## src/rtl/window_function_apply_unit_assert.svh

```systemverilog
// Assertion macros shared by the window function apply unit.
// Each macro expects clk and rst in the enclosing module.
`ifndef WINDOW_FUNCTION_APPLY_UNIT_ASSERT_SVH
`define WINDOW_FUNCTION_APPLY_UNIT_ASSERT_SVH

// Property must hold at every edge outside reset.
`define WFA_ASSERT(label, prop, msg) \
  label: assert property (@(posedge clk) disable iff (rst) prop) else $error(msg);

// Condition must never be true outside reset.
`define WFA_NEVER(label, cond, msg) \
  label: assert property (@(posedge clk) disable iff (rst) !(cond)) else $error(msg);

`endif

```

## src/rtl/wfa_pkg.sv

```systemverilog
// ----------------------------------------------------------------------------
// wfa_pkg
// Types, constants and tables shared by the window function apply unit.
// ----------------------------------------------------------------------------
`timescale 1ns / 1ps

package wfa_pkg;

  localparam int MAX_LENGTH_DEF  = 1024;
  localparam int SAMPLE_BITS_DEF = 16;

  localparam int KIND_W      = 3;
  localparam int LENGTH_W    = 11;
  localparam int SHAPE_W     = 13;
  localparam int CFG_DATA_W  = 13;
  localparam int CFG_INDEX_W = 2;
  localparam int QUEUE_DEPTH = 2;

  localparam logic [CFG_INDEX_W-1:0] REG_KIND   = 2'd0;
  localparam logic [CFG_INDEX_W-1:0] REG_LENGTH = 2'd1;
  localparam logic [CFG_INDEX_W-1:0] REG_SHAPE  = 2'd2;

  localparam logic [KIND_W-1:0] KIND_RECT     = 3'd0;
  localparam logic [KIND_W-1:0] KIND_HANN     = 3'd1;
  localparam logic [KIND_W-1:0] KIND_HAMMING  = 3'd2;
  localparam logic [KIND_W-1:0] KIND_BLACKMAN = 3'd3;
  localparam logic [KIND_W-1:0] KIND_BHARRIS  = 3'd4;
  localparam logic [KIND_W-1:0] KIND_KAISER   = 3'd5;

  localparam logic [LENGTH_W-1:0] LENGTH_RESET = 11'd1024;
  localparam logic [SHAPE_W-1:0]  SHAPE_RESET  = 13'd1280;

  localparam logic [15:0] COEF_ONE      = 16'd32768;
  localparam logic [5:0]  SERIES_TERMS  = 6'd50;
  localparam logic [3:0]  CORDIC_LAST   = 4'd15;
  localparam logic [4:0]  SQRT_LAST     = 5'd31;
  localparam logic [5:0]  DIV_LAST      = 6'd63;

  localparam logic signed [33:0] CORDIC_GAIN = 34'sd652032874;
  localparam logic signed [33:0] QUARTER_TURN = 34'sd1073741824;
  localparam logic signed [33:0] HALF_TURN    = 34'sd2147483648;
  localparam logic signed [33:0] Q30_ONE      = 34'sd1073741824;

  typedef struct packed {
    logic        start;
    logic [63:0] dividend;
    logic [39:0] divisor;
  } div_req_t;

  typedef struct packed {
    logic        done;
    logic [63:0] quotient;
  } div_rsp_t;

  typedef enum logic [4:0] {
    ST_IDLE,
    ST_NORM_X,
    ST_DISPATCH,
    ST_BS_Y,
    ST_BS_MHI,
    ST_BS_MLO,
    ST_BS_DIV_GO,
    ST_BS_DIV_WAIT,
    ST_BS_END,
    ST_FRAC_GO,
    ST_FRAC_WAIT,
    ST_CS_INIT,
    ST_CS_ITER,
    ST_CS_MUL,
    ST_CS_ACC,
    ST_CS_CLAMP,
    ST_KZ_M,
    ST_KZ_SQ,
    ST_KZ_U_GO,
    ST_KZ_U_WAIT,
    ST_KZ_X,
    ST_KZ_CMP,
    ST_KZ_SH,
    ST_KZ_Q_GO,
    ST_KZ_Q_WAIT,
    ST_MUL,
    ST_RND,
    ST_DONE
  } back_state_t;

  // arctangent of 2^-i in turns of 2^32 per circle
  function automatic logic [29:0] atan_turn(input logic [3:0] i);
    logic [29:0] v;
    unique case (i)
      4'd0:  v = 30'd536870912;
      4'd1:  v = 30'd316933406;
      4'd2:  v = 30'd167458907;
      4'd3:  v = 30'd85004756;
      4'd4:  v = 30'd42667331;
      4'd5:  v = 30'd21354465;
      4'd6:  v = 30'd10680862;
      4'd7:  v = 30'd5340245;
      4'd8:  v = 30'd2670163;
      4'd9:  v = 30'd1335087;
      4'd10: v = 30'd667544;
      4'd11: v = 30'd333772;
      4'd12: v = 30'd166886;
      4'd13: v = 30'd83443;
      4'd14: v = 30'd41722;
      4'd15: v = 30'd20861;
      default: v = 30'd0;
    endcase
    return v;
  endfunction

  // cosine-sum weight of harmonic h, Q2.30
  function automatic logic [29:0] cos_term(input logic [KIND_W-1:0] kind,
                                           input logic [1:0] h);
    logic [29:0] v;
    v = 30'd0;
    unique case (kind)
      KIND_HANN:     v = (h < 2'd2) ? 30'd536870912 : 30'd0;
      KIND_HAMMING: begin
        unique case (h)
          2'd0:    v = 30'd578059648;
          2'd1:    v = 30'd495682176;
          default: v = 30'd0;
        endcase
      end
      KIND_BLACKMAN: begin
        unique case (h)
          2'd0:    v = 30'd450971566;
          2'd1:    v = 30'd536870912;
          2'd2:    v = 30'd85899346;
          default: v = 30'd0;
        endcase
      end
      KIND_BHARRIS: begin
        unique case (h)
          2'd0: v = 30'd385204879;
          2'd1: v = 30'd524297395;
          2'd2: v = 30'd151698245;
          2'd3: v = 30'd12541305;
          default: v = 30'd0;
        endcase
      end
      default: v = 30'd0;
    endcase
    return v;
  endfunction

  function automatic logic [1:0] cos_harmonics(input logic [KIND_W-1:0] kind);
    logic [1:0] v;
    unique case (kind)
      KIND_BLACKMAN: v = 2'd2;
      KIND_BHARRIS:  v = 2'd3;
      default:       v = 2'd1;
    endcase
    return v;
  endfunction

endpackage

```

## src/rtl/wfa_front.sv

```systemverilog
// ----------------------------------------------------------------------------
// wfa_front
// Accepts samples, tracks the window position and queues the work word.
// ----------------------------------------------------------------------------
`timescale 1ns / 1ps

module wfa_front #(
  parameter int MAX_LENGTH  = 1024,
  parameter int SAMPLE_BITS = 16,
  parameter int ITEM_W      = 64
) (
  input  logic                                  clk,
  input  logic                                  rst,
  input  logic [wfa_pkg::KIND_W-1:0]            window_kind,
  input  logic [wfa_pkg::LENGTH_W-1:0]          window_length,
  input  logic [wfa_pkg::SHAPE_W-1:0]           kaiser_shape,
  input  logic                                  in_valid,
  output logic                                  in_stall,
  input  logic signed [SAMPLE_BITS-1:0]         sample_in,
  input  logic                                  q_full,
  output logic                                  q_push,
  output logic [ITEM_W-1:0]                     q_data
);
  import wfa_pkg::*;

  localparam int POS_W = $clog2(MAX_LENGTH);
  localparam int LEN_W = ($clog2(MAX_LENGTH + 1) > LENGTH_W) ?
                         $clog2(MAX_LENGTH + 1) : LENGTH_W;

  logic [POS_W-1:0] position, position_next;
  logic [LEN_W-1:0] len_ext, len_c;
  logic [POS_W-1:0] last, n;
  logic             wend;

  always_comb begin
    len_ext = LEN_W'(window_length);
    if (len_ext < LEN_W'(2)) begin
      len_c = LEN_W'(2);
    end else if (len_ext > LEN_W'(MAX_LENGTH)) begin
      len_c = LEN_W'(MAX_LENGTH);
    end else begin
      len_c = len_ext;
    end
    last          = POS_W'(len_c - LEN_W'(1));
    n             = (position > last) ? last : position;
    wend          = (n == last);
    position_next = wend ? '0 : n + 1'b1;
  end

  assign in_stall = q_full;
  assign q_push   = in_valid && !q_full;
  assign q_data   = {sample_in, n, last, window_kind, kaiser_shape, wend, (n == '0)};

  always_ff @(posedge clk) begin
    if (rst) begin
      position <= '0;
    end else if (q_push) begin
      position <= position_next;
    end
  end

endmodule

```

## config.mk

```make
export PLATFORM = sky130hd
export DESIGN_NAME = wfa_front
export DESIGN_NICKNAME = d
export VERILOG_FILES = /design/src/rtl/window_function_apply_unit_assert.svh /design/src/rtl/wfa_pkg.sv /design/src/rtl/wfa_front.sv
export SDC_FILE = /design/constraint.sdc
export NUM_CORES = 1
export LEC_CHECK = 0
export ABC_AREA = 1
export BUFFER_PORTS_ARGS = -buffer_cell sky130_fd_sc_hd__buf_4
export CORE_UTILIZATION = 30
export CTS_CLUSTER_DIAMETER = 50
export DETAILED_ROUTE_END_ITERATION = 8
export GPL_TIMING_DRIVEN = 0
export SETUP_SLACK_MARGIN = 0.3
export SYNTH_ARGS = -nofsm -noshare
export SYNTH_HDL_FRONTEND = slang
export SYNTH_SLANG_ARGS = --single-unit
export TNS_END_PERCENT = 1
```

## constraint.sdc

```tcl
create_clock -name clk -period 11.2 [get_ports clk]
set_input_delay 1.68 -clock clk [delete_from_list [all_inputs] [get_ports clk]]
set_output_delay 1.68 -clock clk [all_outputs]
set_load 0.02 [all_outputs]
```

* After elaboration in Yosys (flattened, before gate mapping)
Index checks and enable logic that the tools add are counted.
Storage, ports and cells: flip-flop bits (word level) 10, output and inout bits 66, logic and storage cells 14
Cells by class: $add $sub $neg 2, $lt $le $gt $ge 3, equal/unequal tests 1, multiplexer cells 4, reductions and logical operators 3
Operator list (count):
- $mux W10 | 4
- $gt A11 B11 Y1 const B | 1
- $lt A11 B2 Y1 const B | 1
- $add A10 B1 Y10 const B | 1
- $eq A10 B10 Y1 | 1
- $gt A10 B10 Y1 | 1
- $logic_not A10 Y1 | 1
- $sub A10 B1 Y10 const B | 1
- $logic_and A1 B1 Y1 | 1
- $logic_not A1 Y1 | 1

* Logic depth before layout (Yosys ltp)
depth after elaboration 8, gate-level depth with buffers 35

* Worst setup path after synthesis
OpenSTA, ideal clock, no wires.
path type in2out, from input port window_length[9] (netlist bit), to output port q_data[0], data arrival time 5365 ps, required time 9520 ps, path slack 4155 ps, stages on the path 27, cells stage by stage inv_1 > nand2_1 > nor2_2 > nand2_2 > nand2_4 > nand2_1 > nand2_2 > nor3b_1 > xnor2_1 > inv_1 > ha_1 > nand4_1 > o21bai_1 > o21a_1 > o22ai_1 > nand2_1 > nand2_2 > nand2_4 > nand2_8 > nand2_8 > buf_12 > nand2_2 > nand2_2 > inv_1 > ha_1 > nand3_1 > nor4_1
On the way: cells in the longest elaborated chain, start to end 7, elaborated cells between the ends (all ways) 8, those cells by class add/sub: 1; order compare: 3; mux: 3; reduce/logical: 1
RTL lines:
- from (decl) | RTL line wfa_front.sv:15 | input logic [wfa_pkg::LENGTH_W-1:0] window_length,
- $gt A11 B11 Y1 | RTL line wfa_front.sv:39 | end else if (len_ext > LEN_W'(MAX_LENGTH)) begin
- $mux W10 | RTL line wfa_front.sv:39
- $mux W10 (*) | RTL line wfa_front.sv:37 | if (len_ext < LEN_W'(2)) begin
- $sub A10 B1 Y10 (*) | RTL line wfa_front.sv:44 | last = POS_W'(len_c - LEN_W'(1));
- via q_data[23] | RTL line wfa_front.sv:22 | output logic [ITEM_W-1:0] q_data
- $gt A10 B10 Y1 (*) | RTL line wfa_front.sv:45 | n = (position > last) ? last : position;
- $mux W10 (*) | RTL line wfa_front.sv:45
- via q_data[29] | RTL line wfa_front.sv:22
- $logic_not A10 Y1 (*) | RTL line wfa_front.sv:52 | assign q_data = {sample_in, n, last, window_kind, kaiser_shape, wend, (n == '0)};
- to (decl) | RTL line wfa_front.sv:22
The timed path passes the listed nets; every way through them passes the cells marked *.

* Worst setup path in the final report
from input port window_length[3] (netlist bit), to output port q_data[0]
On the way: cells in the longest elaborated chain, start to end 7, elaborated cells between the ends (all ways) 8, those cells by class add/sub: 1; order compare: 3; mux: 3; reduce/logical: 1
RTL lines (RTL line):
- $gt A11 B11 Y1 | wfa_front.sv:39
- $mux W10 | wfa_front.sv:39
- $mux W10 (*) | wfa_front.sv:37
- $sub A10 B1 Y10 (*) | wfa_front.sv:44
- $gt A10 B10 Y1 | wfa_front.sv:45
- $mux W10 (*) | wfa_front.sv:45
- $logic_not A10 Y1 (*) | wfa_front.sv:52
Every way passes the cells marked *; elsewhere a longest branch is shown, timed or not.

==> run summary <==
================================================================================
TritonRoute pass-1 iters ..........................................            5
Clock root cell ...................................................     clkbuf_8
Classification of the worst setup path ............................ primary input to output port
Multi-input gate area in the final layout .........................   1220 sq um
Run status ........................................................    completed
Initial core utilization ..........................................        31.6%
Floorplan die area ................................................   6640 sq um
Total setup violations reported at the end of the flow ............            0
Mean instance size in the synthesized netlist .....................   6.47 sq um
Cell seen most often among critical-path stages ...................      nand2_1
Largest register by flop count ....................................     position
Floorplan die height .............................................. 81.5 microns
Worst-case clock buffer depth .....................................            2
Count of endpoints failing hold in the final timing report ........            0
Class of the tightest hold or removal check ....................... flip-flop to flip-flop
Post-cts sizing count .............................................            0
Site row count ....................................................           28
Most frequent cells in the layout ................................. 113 x buf_4, 58 x nand2_1, 35 x inv_1, 27 x nand3_1
Syn. warnings .....................................................            0
Core Area .........................................................   5990 sq um
Post-layout net count .............................................          433
Switching pwr .....................................................    0.0600 mW
Largest net degree at the start of global routing .................           11
Leftover overflow at the end of global routing ....................            0
Placed cells ......................................................          446
Clock-pin transition on the worst setup and hold timing paths .....      0.04 ns
HPWL after detailed placement ..................................... 4040 microns
Number of fill cells ..............................................          641
Slowest stage cell on the critical path ...........................         ha_1
Unrepaired setup endpoints after global routing ...................        false
Number of buffers added to fix hold violations after cts ..........            0
Number of DRC markers after the initial detailed-route iteration ..           55
Max-Cap Viols .....................................................            0
Total inserted antenna cells ......................................            0
Depth of the worst register-to-register path ......................           21
Number of unique standard cell types used by synthesis ............           39
Post-synth EDFFs ..................................................            0
Routed via count divided by cell count ............................         4.34
Required time at the endpoint of the critical path ................      9.52 ns
Total number of H-tree levels .....................................            1
Biggest fanout along the worst timing path ........................           10
Number of cells in the finished layout apart from fillers .........          449
Cell area power density ........................................... 60.7 nW/um^2
I/O Pins ..........................................................          113
Post-CTS setup buffer count .......................................            0
Max transition margin .............................................        58.2%
Reg-to-reg setup timing slack .....................................      8.26 ns
Post-route fraction of the period consumed by the critical path ...        63.2%
Final TNS setup ...................................................         0 ns
First element of the critical path ................................ window_length[3]
Placer congestion estimate ........................................        0.789
Die Width ......................................................... 81.5 microns
Cell count after synthesis ........................................          293
Routed length per instance ........................................ 9.89 microns
Residual DRC ......................................................            0
Cell area after synthesis .........................................   1900 sq um
Worst-skew pair later-pin latency .................................      0.23 ns
Most used flip-flop cell after synthesis ..........................      dfxtp_1
Via count of the routed design ....................................        1,947
Commonest non-fill, non-tap cell in the layout ....................        buf_4
Crit path capture .................................................    q_data[0]
Overall track demand over capacity in global routing ..............        14.0%
Part of the power in combinational logic ..........................        53.8%
Largest vdd supply drop ...........................................      38.6 uV
Vias in the first global route ....................................        1,705
Sequential area share after synthesis .............................        10.6%
TritonCTS clock tree ..............................................         done
Sequential power share ............................................        23.3%
Switching share of power ..........................................        38.2%
Area delta synth->final ...........................................        36.2%
Fraction of layout instances using a drive strength above 1 .......        43.6%
CP endpoint kind ..................................................  output port
First-pass GRT wire length ........................................ 7380 microns
Highest Clock Rate ................................................      141 MHz
Largest registers ranked by flip-flop count ....................... position x10
Beginning of the worst register-to-register path ..................  position[1]
Post-Place Cell Area ..............................................   2540 sq um
Post-synthesis register bit count .................................           10
Final max-slew violation count ....................................            0
Antenna violations before repair ..................................            0
Number of nets with antenna violations after routing ..............            0
Critical Path AT ..................................................      5.40 ns
Power share of the clock group ....................................        22.9%
Number of CTS-inserted buffers ....................................            3
Clk sinks .........................................................           10
Worst stage delay on the critical path ............................      0.30 ns
Leakage ...........................................................      1.36 nW
Sequential standard cell area .....................................    200 sq um
WL final .......................................................... 4440 microns
Internal power ....................................................    0.0969 mW
Startpoint of the lowest-slack hold path ..........................  position[9]
Largest register FFs ..............................................           10
Finished layout cell area .........................................   2580 sq um
Min Clock Period, post-route ......................................      7.08 ns
Reg-to-reg critical path endpoint .................................  position[8]
Post-Route Skew ...................................................   0.00134 ns
Pin slew with the least headroom to its limit .....................     0.619 ns
Launching element type of the critical path ....................... primary input
Share of synthesized flip-flops with an asynchronous set or reset .           0%
Number of I/O port buffers ........................................           69
================================================================================
[cell families (layout without fill, tap and decap cells)]
group	count (synthesis)	count (layout)	synth area share, %
AOI/OAI and AO/OA	31	31	10.2
DFF	10	10	10.6
buffers and inverters	86	158	26.6
xor gates and xnor gates	4	4	2.24
and+or+nand+nor	151	151	43.6
other	1	10	0.198
adders and majority gates	10	10	6.60
[metrics by stage]
step	hold WS (ns)	util, %	power, mW	worst slack (ns)
3_3_place_gp	0.493	42.4	0.121	4.15
6_report	0.508	43.1	0.157	4.12
2_1_floorplan	0.470	-	0.0949	4.16
3_5_place_dp	0.503	42.4	0.122	4.11
4_1_cts	0.509	43.1	0.159	4.10
5_1_grt	0.549	43.1	0.169	3.67
[power by group through the flow]
stage	Sequential, mW	Combinational (mW)	Clock (mW)
CTS	0.0366	0.0851	0.0372
detailed placement	0.0373	0.0849	0
finish	0.0366	0.0843	0.0359
global route	0.0366	0.0923	0.0403
global placement	0.0373	0.0839	0
floorplan	0.0371	0.0578	0
[per-layer routing]
metal | track usage (%) | part of all wire (%) | up-vias | wire [microns]
met5 | 0 | 0 | - | 0
met4 | 0.536 | 0 | 0 | 0
met3 | 2.89 | 7.1 | 0 | 316
met2 | 24.7 | 48 | 72 | 2150
met1 | 18.2 | 44 | 830 | 1970
li1 | - | - | 1045 | -
[area by class of cell]
type / count / share of cell area, %
multi-input combinational: 206 / 47.4
sequential: 10 / 7.75
timing repair buffer: 69 / 20.1
tap: 75 / 3.63
inverter: 39 / 5.67
buffer: 47 / 13.9
clock buffer: 3 / 1.60
[cells in the mapped netlist, types with 4 or more instances]
cell     instances  area share [%]
a21oi_1         14             3.7
buf_4           44              17
dfxtp_1         10              11
ha_1            10             6.6
inv_1           35             6.9
inv_2            4            0.79
nand2_1         58              11
nand2_2         18             5.9
nand2_4          7             4.2
nand3_1         27             7.1
nand4_1          7             2.3
nor2_1          18             3.6
nor2_4           4             2.4
o21ai_0          4             1.1
[critical path, delay by kind of cell]
family | cells | cell delay [ns]
adder cells (fa/ha/maj) | 3 | 0.71
AO/OA/AOI/OAI | 5 | 0.67
AND/OR/NAND/NOR | 18 | 1.66
buffers and inverters | 6 | 0.62
[worst min path at each step]
stage,cells past startpoint,to,slack (ns)
2_1_floorplan,2,position[9],0.47
3_3_place_gp,2,position[8],0.49
3_5_place_dp,2,position[9],0.50
4_1_cts,2,position[9],0.51
5_1_grt,2,position[3],0.55
6_report,2,position[9],0.51
(Power assumes the default switching activity.)
