==> src/rtl/window_function_apply_unit_assert.svh <==
// Assertion macros shared by the window function apply unit.
// Each macro expects clk and rst in the enclosing module.
`ifndef WINDOW_FUNCTION_APPLY_UNIT_ASSERT_SVH
`define WINDOW_FUNCTION_APPLY_UNIT_ASSERT_SVH

// Property must hold at every edge outside reset.
`define WFA_ASSERT(label, prop, msg) \
  label: assert property (@(posedge clk) disable iff (rst) prop) else $error(msg);

// Condition must never be true outside reset.
`define WFA_NEVER(label, cond, msg) \
  label: assert property (@(posedge clk) disable iff (rst) !(cond)) else $error(msg);

`endif

==> src/rtl/wfa_pkg.sv <==
// ----------------------------------------------------------------------------
// wfa_pkg
// Types, constants and tables shared by the window function apply unit.
// ----------------------------------------------------------------------------
`timescale 1ns / 1ps

package wfa_pkg;

  localparam int MAX_LENGTH_DEF  = 1024;
  localparam int SAMPLE_BITS_DEF = 16;

  localparam int KIND_W      = 3;
  localparam int LENGTH_W    = 11;
  localparam int SHAPE_W     = 13;
  localparam int CFG_DATA_W  = 13;
  localparam int CFG_INDEX_W = 2;
  localparam int QUEUE_DEPTH = 2;

  localparam logic [CFG_INDEX_W-1:0] REG_KIND   = 2'd0;
  localparam logic [CFG_INDEX_W-1:0] REG_LENGTH = 2'd1;
  localparam logic [CFG_INDEX_W-1:0] REG_SHAPE  = 2'd2;

  localparam logic [KIND_W-1:0] KIND_RECT     = 3'd0;
  localparam logic [KIND_W-1:0] KIND_HANN     = 3'd1;
  localparam logic [KIND_W-1:0] KIND_HAMMING  = 3'd2;
  localparam logic [KIND_W-1:0] KIND_BLACKMAN = 3'd3;
  localparam logic [KIND_W-1:0] KIND_BHARRIS  = 3'd4;
  localparam logic [KIND_W-1:0] KIND_KAISER   = 3'd5;

  localparam logic [LENGTH_W-1:0] LENGTH_RESET = 11'd1024;
  localparam logic [SHAPE_W-1:0]  SHAPE_RESET  = 13'd1280;

  localparam logic [15:0] COEF_ONE      = 16'd32768;
  localparam logic [5:0]  SERIES_TERMS  = 6'd50;
  localparam logic [3:0]  CORDIC_LAST   = 4'd15;
  localparam logic [4:0]  SQRT_LAST     = 5'd31;
  localparam logic [5:0]  DIV_LAST      = 6'd63;

  localparam logic signed [33:0] CORDIC_GAIN = 34'sd652032874;
  localparam logic signed [33:0] QUARTER_TURN = 34'sd1073741824;
  localparam logic signed [33:0] HALF_TURN    = 34'sd2147483648;
  localparam logic signed [33:0] Q30_ONE      = 34'sd1073741824;

  typedef struct packed {
    logic        start;
    logic [63:0] dividend;
    logic [39:0] divisor;
  } div_req_t;

  typedef struct packed {
    logic        done;
    logic [63:0] quotient;
  } div_rsp_t;

  typedef enum logic [4:0] {
    ST_IDLE,
    ST_NORM_X,
    ST_DISPATCH,
    ST_BS_Y,
    ST_BS_MHI,
    ST_BS_MLO,
    ST_BS_DIV_GO,
    ST_BS_DIV_WAIT,
    ST_BS_END,
    ST_FRAC_GO,
    ST_FRAC_WAIT,
    ST_CS_INIT,
    ST_CS_ITER,
    ST_CS_MUL,
    ST_CS_ACC,
    ST_CS_CLAMP,
    ST_KZ_M,
    ST_KZ_SQ,
    ST_KZ_U_GO,
    ST_KZ_U_WAIT,
    ST_KZ_X,
    ST_KZ_CMP,
    ST_KZ_SH,
    ST_KZ_Q_GO,
    ST_KZ_Q_WAIT,
    ST_MUL,
    ST_RND,
    ST_DONE
  } back_state_t;

  // arctangent of 2^-i in turns of 2^32 per circle
  function automatic logic [29:0] atan_turn(input logic [3:0] i);
    logic [29:0] v;
    unique case (i)
      4'd0:  v = 30'd536870912;
      4'd1:  v = 30'd316933406;
      4'd2:  v = 30'd167458907;
      4'd3:  v = 30'd85004756;
      4'd4:  v = 30'd42667331;
      4'd5:  v = 30'd21354465;
      4'd6:  v = 30'd10680862;
      4'd7:  v = 30'd5340245;
      4'd8:  v = 30'd2670163;
      4'd9:  v = 30'd1335087;
      4'd10: v = 30'd667544;
      4'd11: v = 30'd333772;
      4'd12: v = 30'd166886;
      4'd13: v = 30'd83443;
      4'd14: v = 30'd41722;
      4'd15: v = 30'd20861;
      default: v = 30'd0;
    endcase
    return v;
  endfunction

  // cosine-sum weight of harmonic h, Q2.30
  function automatic logic [29:0] cos_term(input logic [KIND_W-1:0] kind,
                                           input logic [1:0] h);
    logic [29:0] v;
    v = 30'd0;
    unique case (kind)
      KIND_HANN:     v = (h < 2'd2) ? 30'd536870912 : 30'd0;
      KIND_HAMMING: begin
        unique case (h)
          2'd0:    v = 30'd578059648;
          2'd1:    v = 30'd495682176;
          default: v = 30'd0;
        endcase
      end
      KIND_BLACKMAN: begin
        unique case (h)
          2'd0:    v = 30'd450971566;
          2'd1:    v = 30'd536870912;
          2'd2:    v = 30'd85899346;
          default: v = 30'd0;
        endcase
      end
      KIND_BHARRIS: begin
        unique case (h)
          2'd0: v = 30'd385204879;
          2'd1: v = 30'd524297395;
          2'd2: v = 30'd151698245;
          2'd3: v = 30'd12541305;
          default: v = 30'd0;
        endcase
      end
      default: v = 30'd0;
    endcase
    return v;
  endfunction

  function automatic logic [1:0] cos_harmonics(input logic [KIND_W-1:0] kind);
    logic [1:0] v;
    unique case (kind)
      KIND_BLACKMAN: v = 2'd2;
      KIND_BHARRIS:  v = 2'd3;
      default:       v = 2'd1;
    endcase
    return v;
  endfunction

endpackage

==> src/rtl/wfa_queue.sv <==
// ----------------------------------------------------------------------------
// wfa_queue
// Two-entry queue between the front and back parts.
// ----------------------------------------------------------------------------
`timescale 1ns / 1ps
`include "window_function_apply_unit_assert.svh"

module wfa_queue #(
  parameter int WIDTH = 32
) (
  input  logic             clk,
  input  logic             rst,
  input  logic             push,
  input  logic [WIDTH-1:0] push_data,
  input  logic             pop,
  output logic [WIDTH-1:0] pop_data,
  output logic             full,
  output logic             empty
);
  import wfa_pkg::*;

  localparam int PTR_W = $clog2(QUEUE_DEPTH);
  localparam int CNT_W = $clog2(QUEUE_DEPTH + 1);

  logic [WIDTH-1:0] mem [QUEUE_DEPTH];
  logic [PTR_W-1:0] wr_ptr, rd_ptr;
  logic [CNT_W-1:0] count;

  assign full     = (count == CNT_W'(QUEUE_DEPTH));
  assign empty    = (count == '0);
  assign pop_data = mem[rd_ptr];

  always_ff @(posedge clk) begin
    if (push) begin
      mem[wr_ptr] <= push_data;
    end
  end

  always_ff @(posedge clk) begin
    if (rst) begin
      wr_ptr <= '0;
      rd_ptr <= '0;
      count  <= '0;
    end else begin
      if (push) begin
        wr_ptr <= (wr_ptr == PTR_W'(QUEUE_DEPTH - 1)) ? '0 : wr_ptr + 1'b1;
      end
      if (pop) begin
        rd_ptr <= (rd_ptr == PTR_W'(QUEUE_DEPTH - 1)) ? '0 : rd_ptr + 1'b1;
      end
      count <= count + CNT_W'(push) - CNT_W'(pop);
    end
  end

  `WFA_NEVER(a_push_full, push && full, "queue written while full")
  `WFA_NEVER(a_pop_empty, pop && empty, "queue read while empty")
  `WFA_NEVER(a_count_over, count > CNT_W'(QUEUE_DEPTH), "queue count above depth")

endmodule

==> config.mk <==
export PLATFORM = sky130hd
export DESIGN_NAME = wfa_queue
export DESIGN_NICKNAME = d
export VERILOG_FILES = /design/src/rtl/wfa_pkg.sv /design/src/rtl/wfa_queue.sv
export VERILOG_INCLUDE_DIRS = /design/src /design/src/rtl
export SDC_FILE = /design/constraint.sdc
export NUM_CORES = 1
export LEC_CHECK = 0
export BUFFER_PORTS_ARGS = -buffer_cell sky130_fd_sc_hd__buf_2
export CORE_MARGIN = 10
export CORE_UTILIZATION = 30
export DETAILED_ROUTE_END_ITERATION = 6
export HOLD_SLACK_MARGIN = 0.1
export PLACE_DENSITY = 0.6
export SETUP_SLACK_MARGIN = 0.2
export SYNTH_ARGS = -nofsm -noshare
export SYNTH_HDL_FRONTEND = slang
export SYNTH_SLANG_ARGS = --single-unit
==> constraint.sdc <==
create_clock -name clk -period 2.8 [get_ports clk]
set_input_delay 0.56 -clock clk [delete_from_list [all_inputs] [get_ports clk]]
set_output_delay 0.56 -clock clk [all_outputs]
set_load 0.02 [all_outputs]
* Word level (Yosys, flattened, before mapping)
Memory sizes are Yosys's and may differ from the RTL's. A register that Yosys moved wholly into a read port is not among the register bits.
Index checks and enable logic that the tools add are counted.
** Operators by class
- $add $sub $neg :: 4
- Eq/ne operators :: 1
- Mux-type cells :: 6
- Reduce and logical (&&, ||, !) cells :: 1
** Operator list (count)
- 2-to-1 mux 1 bit :: 6
- adder 1 bit (second input constant) :: 2
- adder 2 x 1 -> 2 bit :: 1
- == test 2 bit (second input constant) :: 1
- logical NOT 2 bit :: 1
- subtractor 2 x 1 -> 2 bit :: 1
** Storage, ports and cells
- Bits in registers :: 4
- RAM bits :: 64
- Input port bits :: 36
- Output and inout port bits :: 34
- Logic and storage cells :: 16
- Memories :: 1
** Memory list
- mem :: depth 2, bits a word 32, read ports 1, clocked after Yosys merged registers in 1, write ports 1, RTL line wfa_queue.sv:25 : logic [WIDTH-1:0] mem [QUEUE_DEPTH];

* Logic depth before layout (Yosys ltp)
Gate-level depths: netlist of run 1.
- Word-level depth :: 4
- Depth in mapped cells :: 6
- Mapped depth without buffers :: 6

* Worst setup path after synthesis of run 1
No wires, ideal clock.
- Path type :: input port to flip-flop
- From :: input push
- To :: memory mem[0][0] (enable)
- Setup time :: 0.425 ns
- Arrival :: 2.008 ns
- Required time :: 2.375 ns
- Path slack :: 0.368 ns
- Stages :: 1
- Path buffers :: 0
- Cell sequence :: nor2b_1
** Between the ends
- Word-level cells in the longest chain between the ends :: 2
** Ends and longest elaborated chain
- from (decl) :: RTL line wfa_queue.sv:13 : input logic push,
- 2-to-1 mux 1 bit :: RTL line wfa_queue.sv:34 : if (push) begin
- 2-to-1 mux 1 bit (implied by the code) :: RTL line wfa_queue.sv:35 : mem[wr_ptr] <= push_data;
- to (decl) :: RTL line wfa_queue.sv:25
No other way between the ends.

==> results.json, run 1 <==
{
  "fp.dieW_um": 115,
  "wl_um": 5310,
  "ir_worst_vdd_mv": 0.237,
  "end_kind": "output pin",
  "worstMarginPinSlew_ps": 578,
  "synthCells": 121,
  "synth_seq_area_share_pct": 75.4,
  "worstPathMaxFanout": 11,
  "powerDensity_nw_per_um2": 757,
  "grt_pass1_wl_um": 7930,
  "root_buffer": "clkbuf_8",
  "placed_cells": 299,
  "clkLatencyLatePin_ps": 340,
  "fin_area_um2": 3400,
  "drt_iter0_drc": 69,
  "clk_path_buf_depth": 2,
  "cts_tree": "done",
  "p_clk_share_pct": 38.2,
  "synthTopCellsByArea": "edfxtp_1 (72%), mux2_4 (17%), dfxtp_1 (3.7%), buf_12 (2.2%), ha_1 (0.93%)",
  "n_antenna_cell": 0,
  "place_area_um2": 3150,
  "fin_ws_ps": 586,
  "layout_common_cells": "buf_2 (69), edfxtp_1 (64), mux2_4 (30)",
  "combPwrFrac_pct": 13.9,
  "post_cts_buffers": 0,
  "grt_start_max_net_pins": 22,
  "synth_top_area_cell": "edfxtp_1",
  "relSlewSlack_pct": 61.4,
  "setup_viol": 0,
  "dr_total_vias": 1328,
  "fin_crit_ps": 2210,
  "htree_levels": 3,
  "cts_resized": 0,
  "hpwlAfterDp_um": 3890,
  "grt_usage_pct": 8.05,
  "fin_util_pct": 38.9,
  "cts.sinks": 69,
  "finalHoldViolCount": 0,
  "p_sw_uw": 601,
  "synth_top_area_share_pct": 71.6,
  "fin_setup_tns_ps": 0,
  "avgSynthCellArea_um2": 22.2,
  "syn_nets": 159,
  "syn2layout_area_growth_pct": 26.6,
  "cts_hold_buf": 0,
  "power.leakage_nw": 1.36,
  "die_y_um": 115,
  "synth_cell_types": 13,
  "swShare_pct": 23.4,
  "start_util_pct": 30.8,
  "drc_errors": 0,
  "fmax_mhz": 452,
  "criticalPathCategory": "reg2out",
  "numCtsBuffers": 9,
  "io_buffers": 69,
  "cp.required_ps": 2240,
  "place.gp.congestion": 0.691,
  "antenna_found_initial": 0,
  "io_pins": 70,
  "cts.clk_slew.worst_paths_ps": 80,
  "die_area_um2": 13100,
  "final_common_cell": "buf_2",
  "synth-seq-cells": 69,
  "rsz0062_at_grt": "false",
  "worstHoldPathType": "in2reg",
  "nets": 240,
  "vias_per_cell": 4.22,
  "core_um2": 8720,
  "pwr-share-seq_pct": 47.9,
  "grt_overflow": 0,
  "cp_data_arrival_time_ps": 1650,
  "finalClockSkew_ps": 6.85,
  "slew_violations": 0,
  "finalCritPeriodShare_pct": 79.1,
  "grt_pass1_vias": 1515,
  "pre_cts_ws_ps": 916,
  "netlist_area_um2": 2680,
  "drt.antenna.violating_nets": 0,
  "drt_first_pass_iters": 4,
  "yosysWarnings": 0,
  "status": "complete, no violations",
  "fillers": 813,
  "std_cell_rows": 34,
  "internal_power_mw": 1.97,
  "final_cells": 315,
  "cp-start-kind": "flip-flop",
  "maxCapViolations": 0,
  "drive_gt1_share_pct": 59.9,
  "wire_per_inst_um": 16.9
}
==> power groups by stage <==
stage               sequential, mW  clock [mW]  combinational, mW
floorplan                     1.24           0              0.264
detailed placement            1.26           0              0.364
global route                  1.24        1.06              0.384
global placement              1.25           0              0.358
CTS                           1.23        1.01              0.365
finish                        1.23       0.982              0.357
==> path summary, 6_finish.rpt <==
path                                    from           to  slack (ps)  cells past startpoint
worst min register to register        rd_ptr       rd_ptr         520                      2
worst min-delay path            push_data[3]    mem[0][3]         410                      1
worst max-delay path               flip-flop  pop_data[1]         590                      3
worst max register to register        wr_ptr   mem[1][25]        1240                      2
==> Yosys cell counts <==
library cell and count:
xnor3_1 1, mux2_4 30, and2_1 1, mux2_2 2
nor2_1 5, nor2b_1 3, inv_1 2, edfxtp_1 64
xnor2_1 2, ha_1 2, buf_12 3, dfxtp_1 5
buf_6 1
==> registers in the layout (all words and copies together) (netlist names), named ones only <==
signal,count
count,2
mem,64
rd_ptr,1
wr_ptr,1
==> cell type report <==
cell class / count / area (um^2) / area share, %
inverters: 2 / 7.51 / 0.221
flip-flops and latches: 69 / 2020 / 59.6
clock inverters: 7 / 121 / 3.57
well taps: 108 / 135 / 3.98
multi-input cells: 46 / 589 / 17.4
repair buffers: 74 / 395 / 11.6
clock buffers: 9 / 124 / 3.65
==> cell families (layout without fill, tap and decap cells) <==
| group | count (synthesis) | in the layout | share of synthesized area [%] |
|---|---|---|---|
| XOR/XNOR | 3 | 3 | 1.49 |
| flip-flops | 69 | 69 | 75.4 |
| AND/OR/NAND/NOR | 9 | 9 | 1.63 |
| adder cells (fa/ha/maj) | 2 | 2 | 0.933 |
| multiplexers | 32 | 32 | 17.6 |
| buffers and inverters | 6 | 92 | 2.94 |
==> critical path, cell delays in order, from the launching register on <==
cell     delay, ps
dfxtp_2        560
buf_4          280
mux2_4         320
buf_2          160
==> metal layers <==
layer	track usage (%)	wire length (um)
met1	8.67	2160
met2	13.5	2720
met3	3.09	366
met4	4.01	71
met5	0	0
==> metrics by stage <==
step / total power [mW] / hold WS (ps)
floorplan: 1.51 / 480
global placement: 1.61 / 496
detailed placement: 1.62 / 506
CTS: 2.61 / 382
global route: 2.68 / 392
finish: 2.57 / 407
Note: power is estimated with default switching activity, not from simulation.
==> run 2: changes to the inputs <==
--- a/config.mk
+++ b/config.mk
@@ -11,7 +11,7 @@
 export CORE_UTILIZATION = 30
 export DETAILED_ROUTE_END_ITERATION = 6
 export HOLD_SLACK_MARGIN = 0.1
-export PLACE_DENSITY = 0.6
+export PLACE_DENSITY = 0.62
 export SETUP_SLACK_MARGIN = 0.2
 export SYNTH_ARGS = -nofsm -noshare
 export SYNTH_HDL_FRONTEND = slang
==> constraint.sdc (replaced) <==
create_clock -name clk -period 1.8 [get_ports clk]
set_input_delay 0.36 -clock clk [delete_from_list [all_inputs] [get_ports clk]]
set_output_delay 0.36 -clock clk [all_outputs]
set_load 0.02 [all_outputs]
==> results.json, run 2 (synthesized netlist as in run 1, its figures left out) <==
{
  "htree_levels": 3,
  "layout_common_cells": "edfxtp_1 (64), buf_2 (38), mux2_4 (32)",
  "multi_input_area_um2": 597,
  "ir_worst_vdd_mv": 0.440,
  "worstMarginPinSlew_ps": 181,
  "placed_cells": 297,
  "powerDensity_nw_per_um2": 1030,
  "largest_reg_flops": 64,
  "nets": 241,
  "final_cells": 316,
  "wire_per_inst_um": 16.5,
  "power.leakage_nw": 1.43,
  "worstPathMaxFanout": 8,
  "reg2reg_slack_ps": 580,
  "grt_overflow": 0,
  "cp.required_ps": 1440,
  "fin_setup_tns_ps": 0,
  "status": "complete, no violations",
  "drt_iter0_drc": 51,
  "hpwlAfterDp_um": 3340,
  "end_kind": "output pin",
  "post_cts_buffers": 0,
  "cts.clk_slew.worst_paths_ps": 80,
  "pre_cts_ws_ps": 329,
  "finalClockSkew_ps": 6.98,
  "fmax_mhz": 563,
  "cp_data_arrival_time_ps": 1420,
  "start_util_pct": 30.8,
  "std_cell_rows": 34,
  "n_antenna_cell": 0,
  "dr_total_vias": 1318,
  "slew_violations": 0,
  "core_um2": 8720,
  "fin_util_pct": 41.5,
  "relSlewSlack_pct": 87.9,
  "fillers": 792,
  "die_y_um": 115,
  "regMostFlops": "mem",
  "grt_usage_pct": 8.02,
  "cts.sinks": 69,
  "finalCritPeriodShare_pct": 98.7,
  "drt_first_pass_iters": 4,
  "r2r-start": "count[0]",
  "wl_um": 5220,
  "cts_tree": "done",
  "root_buffer": "clkbuf_8",
  "clk_path_buf_depth": 2,
  "grt_pass1_wl_um": 7840,
  "vias_per_cell": 4.17,
  "cts_hold_buf": 0,
  "fin_ws_ps": 23.9,
  "min_path_cells": 1,
  "fin_crit_ps": 1780,
  "maxCapViolations": 0,
  "ff_latch_area_um2": 2030,
  "fp.dieW_um": 115,
  "clkLatencyLatePin_ps": 340,
  "io_buffers": 69,
  "finalHoldViolCount": 0,
  "worstHoldPathType": "in2reg",
  "numCtsBuffers": 9,
  "rsz0062_at_grt": "true",
  "hold_path_end": "mem[0][17]",
  "place.gp.congestion": 0.642,
  "cp-start-kind": "flip-flop",
  "die_area_um2": 13100,
  "reg_top3": "mem (64), count (2)",
  "criticalPathCategory": "reg2out",
  "drt.antenna.violating_nets": 0,
  "setup_viol": 0,
  "ff2ff_path_depth": 6,
  "drc_errors": 0,
  "grt_pass1_vias": 1487,
  "syn2layout_area_growth_pct": 34.9,
  "antenna_found_initial": 1,
  "io_pins": 70,
  "grt_start_max_net_pins": 33,
  "final_common_cell": "edfxtp_1",
  "drive_gt1_share_pct": 59.6,
  "hp-start": "push_data[17]",
  "timing.rr.end": "count[1]"
}
-- run 2: cell count changes in the layout (fill, tap and decap cells not counted), sizes merged --
cell | before | now
clkbuf | 9 | 10
bufinv | 3 | 0
clkinvlp | 0 | 2
clkinv | 2 | 3
-- run 2: through the flow --
step           hold WS [ps]  total power [mW]  instance area (um^2)
6_report                203              3.72                  3620
5_1_grt                 177              3.91                  3620
4_1_cts                 183              3.77                  3580
3_5_place_dp            509              2.52                  3160
3_3_place_gp            496              2.51                  3160
2_1_floorplan           432              2.34                  2690
-- run 2: timing repair --
item                                    in CTS  in global routing
endpoints found under the setup margin      32                 32
gates resized for setup                     64                  3
cloned                                       2                  1
-- run 2: critical path, stage by stage, from the launching register on --
cell       delay [ps]
dfxtp_4           430
clkbuf_16         200
mux2_4            310
buf_6             130
-- run 2: power breakdown --
group | switching, mW | leakage, nW | internal [mW] | total [mW]
registers | 0.0395 | 0.643 | 1.87 | 1.91
logic | 0.327 | 0.704 | 0.395 | 0.722
clock network | 0.587 | 0.0837 | 0.503 | 1.09
-- run 2: worst max path at each step --
stage / depth (start not counted) / slack (ps) / end / start
floorplan: 1 / 200 / mem[1][0] / wr_ptr
CTS: 3 / -10 / pop_data[28] / flip-flop
global placement: 3 / 330 / pop_data[20] / flip-flop
global route: 3 / -40 / pop_data[1] / flip-flop
finish: 3 / 20 / pop_data[1] / flip-flop
detailed placement: 3 / 330 / pop_data[21] / flip-flop
-- run 2: final cells by class --
cell class / count / share of cell area [%]
sequential: 69 / 56.0
timing repair buffer: 75 / 18.8
multi-input combinational: 46 / 16.5
tap: 108 / 3.73
clock buffer: 9 / 3.42
clock inverter: 7 / 1.38
inverter: 2 / 0.207
-- run 2: per-layer routing --
| layer | up-vias | share of wire, % | GRT usage (%) |
|---|---|---|---|
| li1 | 624 | - | - |
| met1 | 625 | 40 | 8.56 |
| met2 | 59 | 47 | 12.3 |
| met3 | 8 | 12 | 5.66 |
| met4 | 2 | 1.1 | 2.51 |
| met5 | - | 0.33 | 0 |
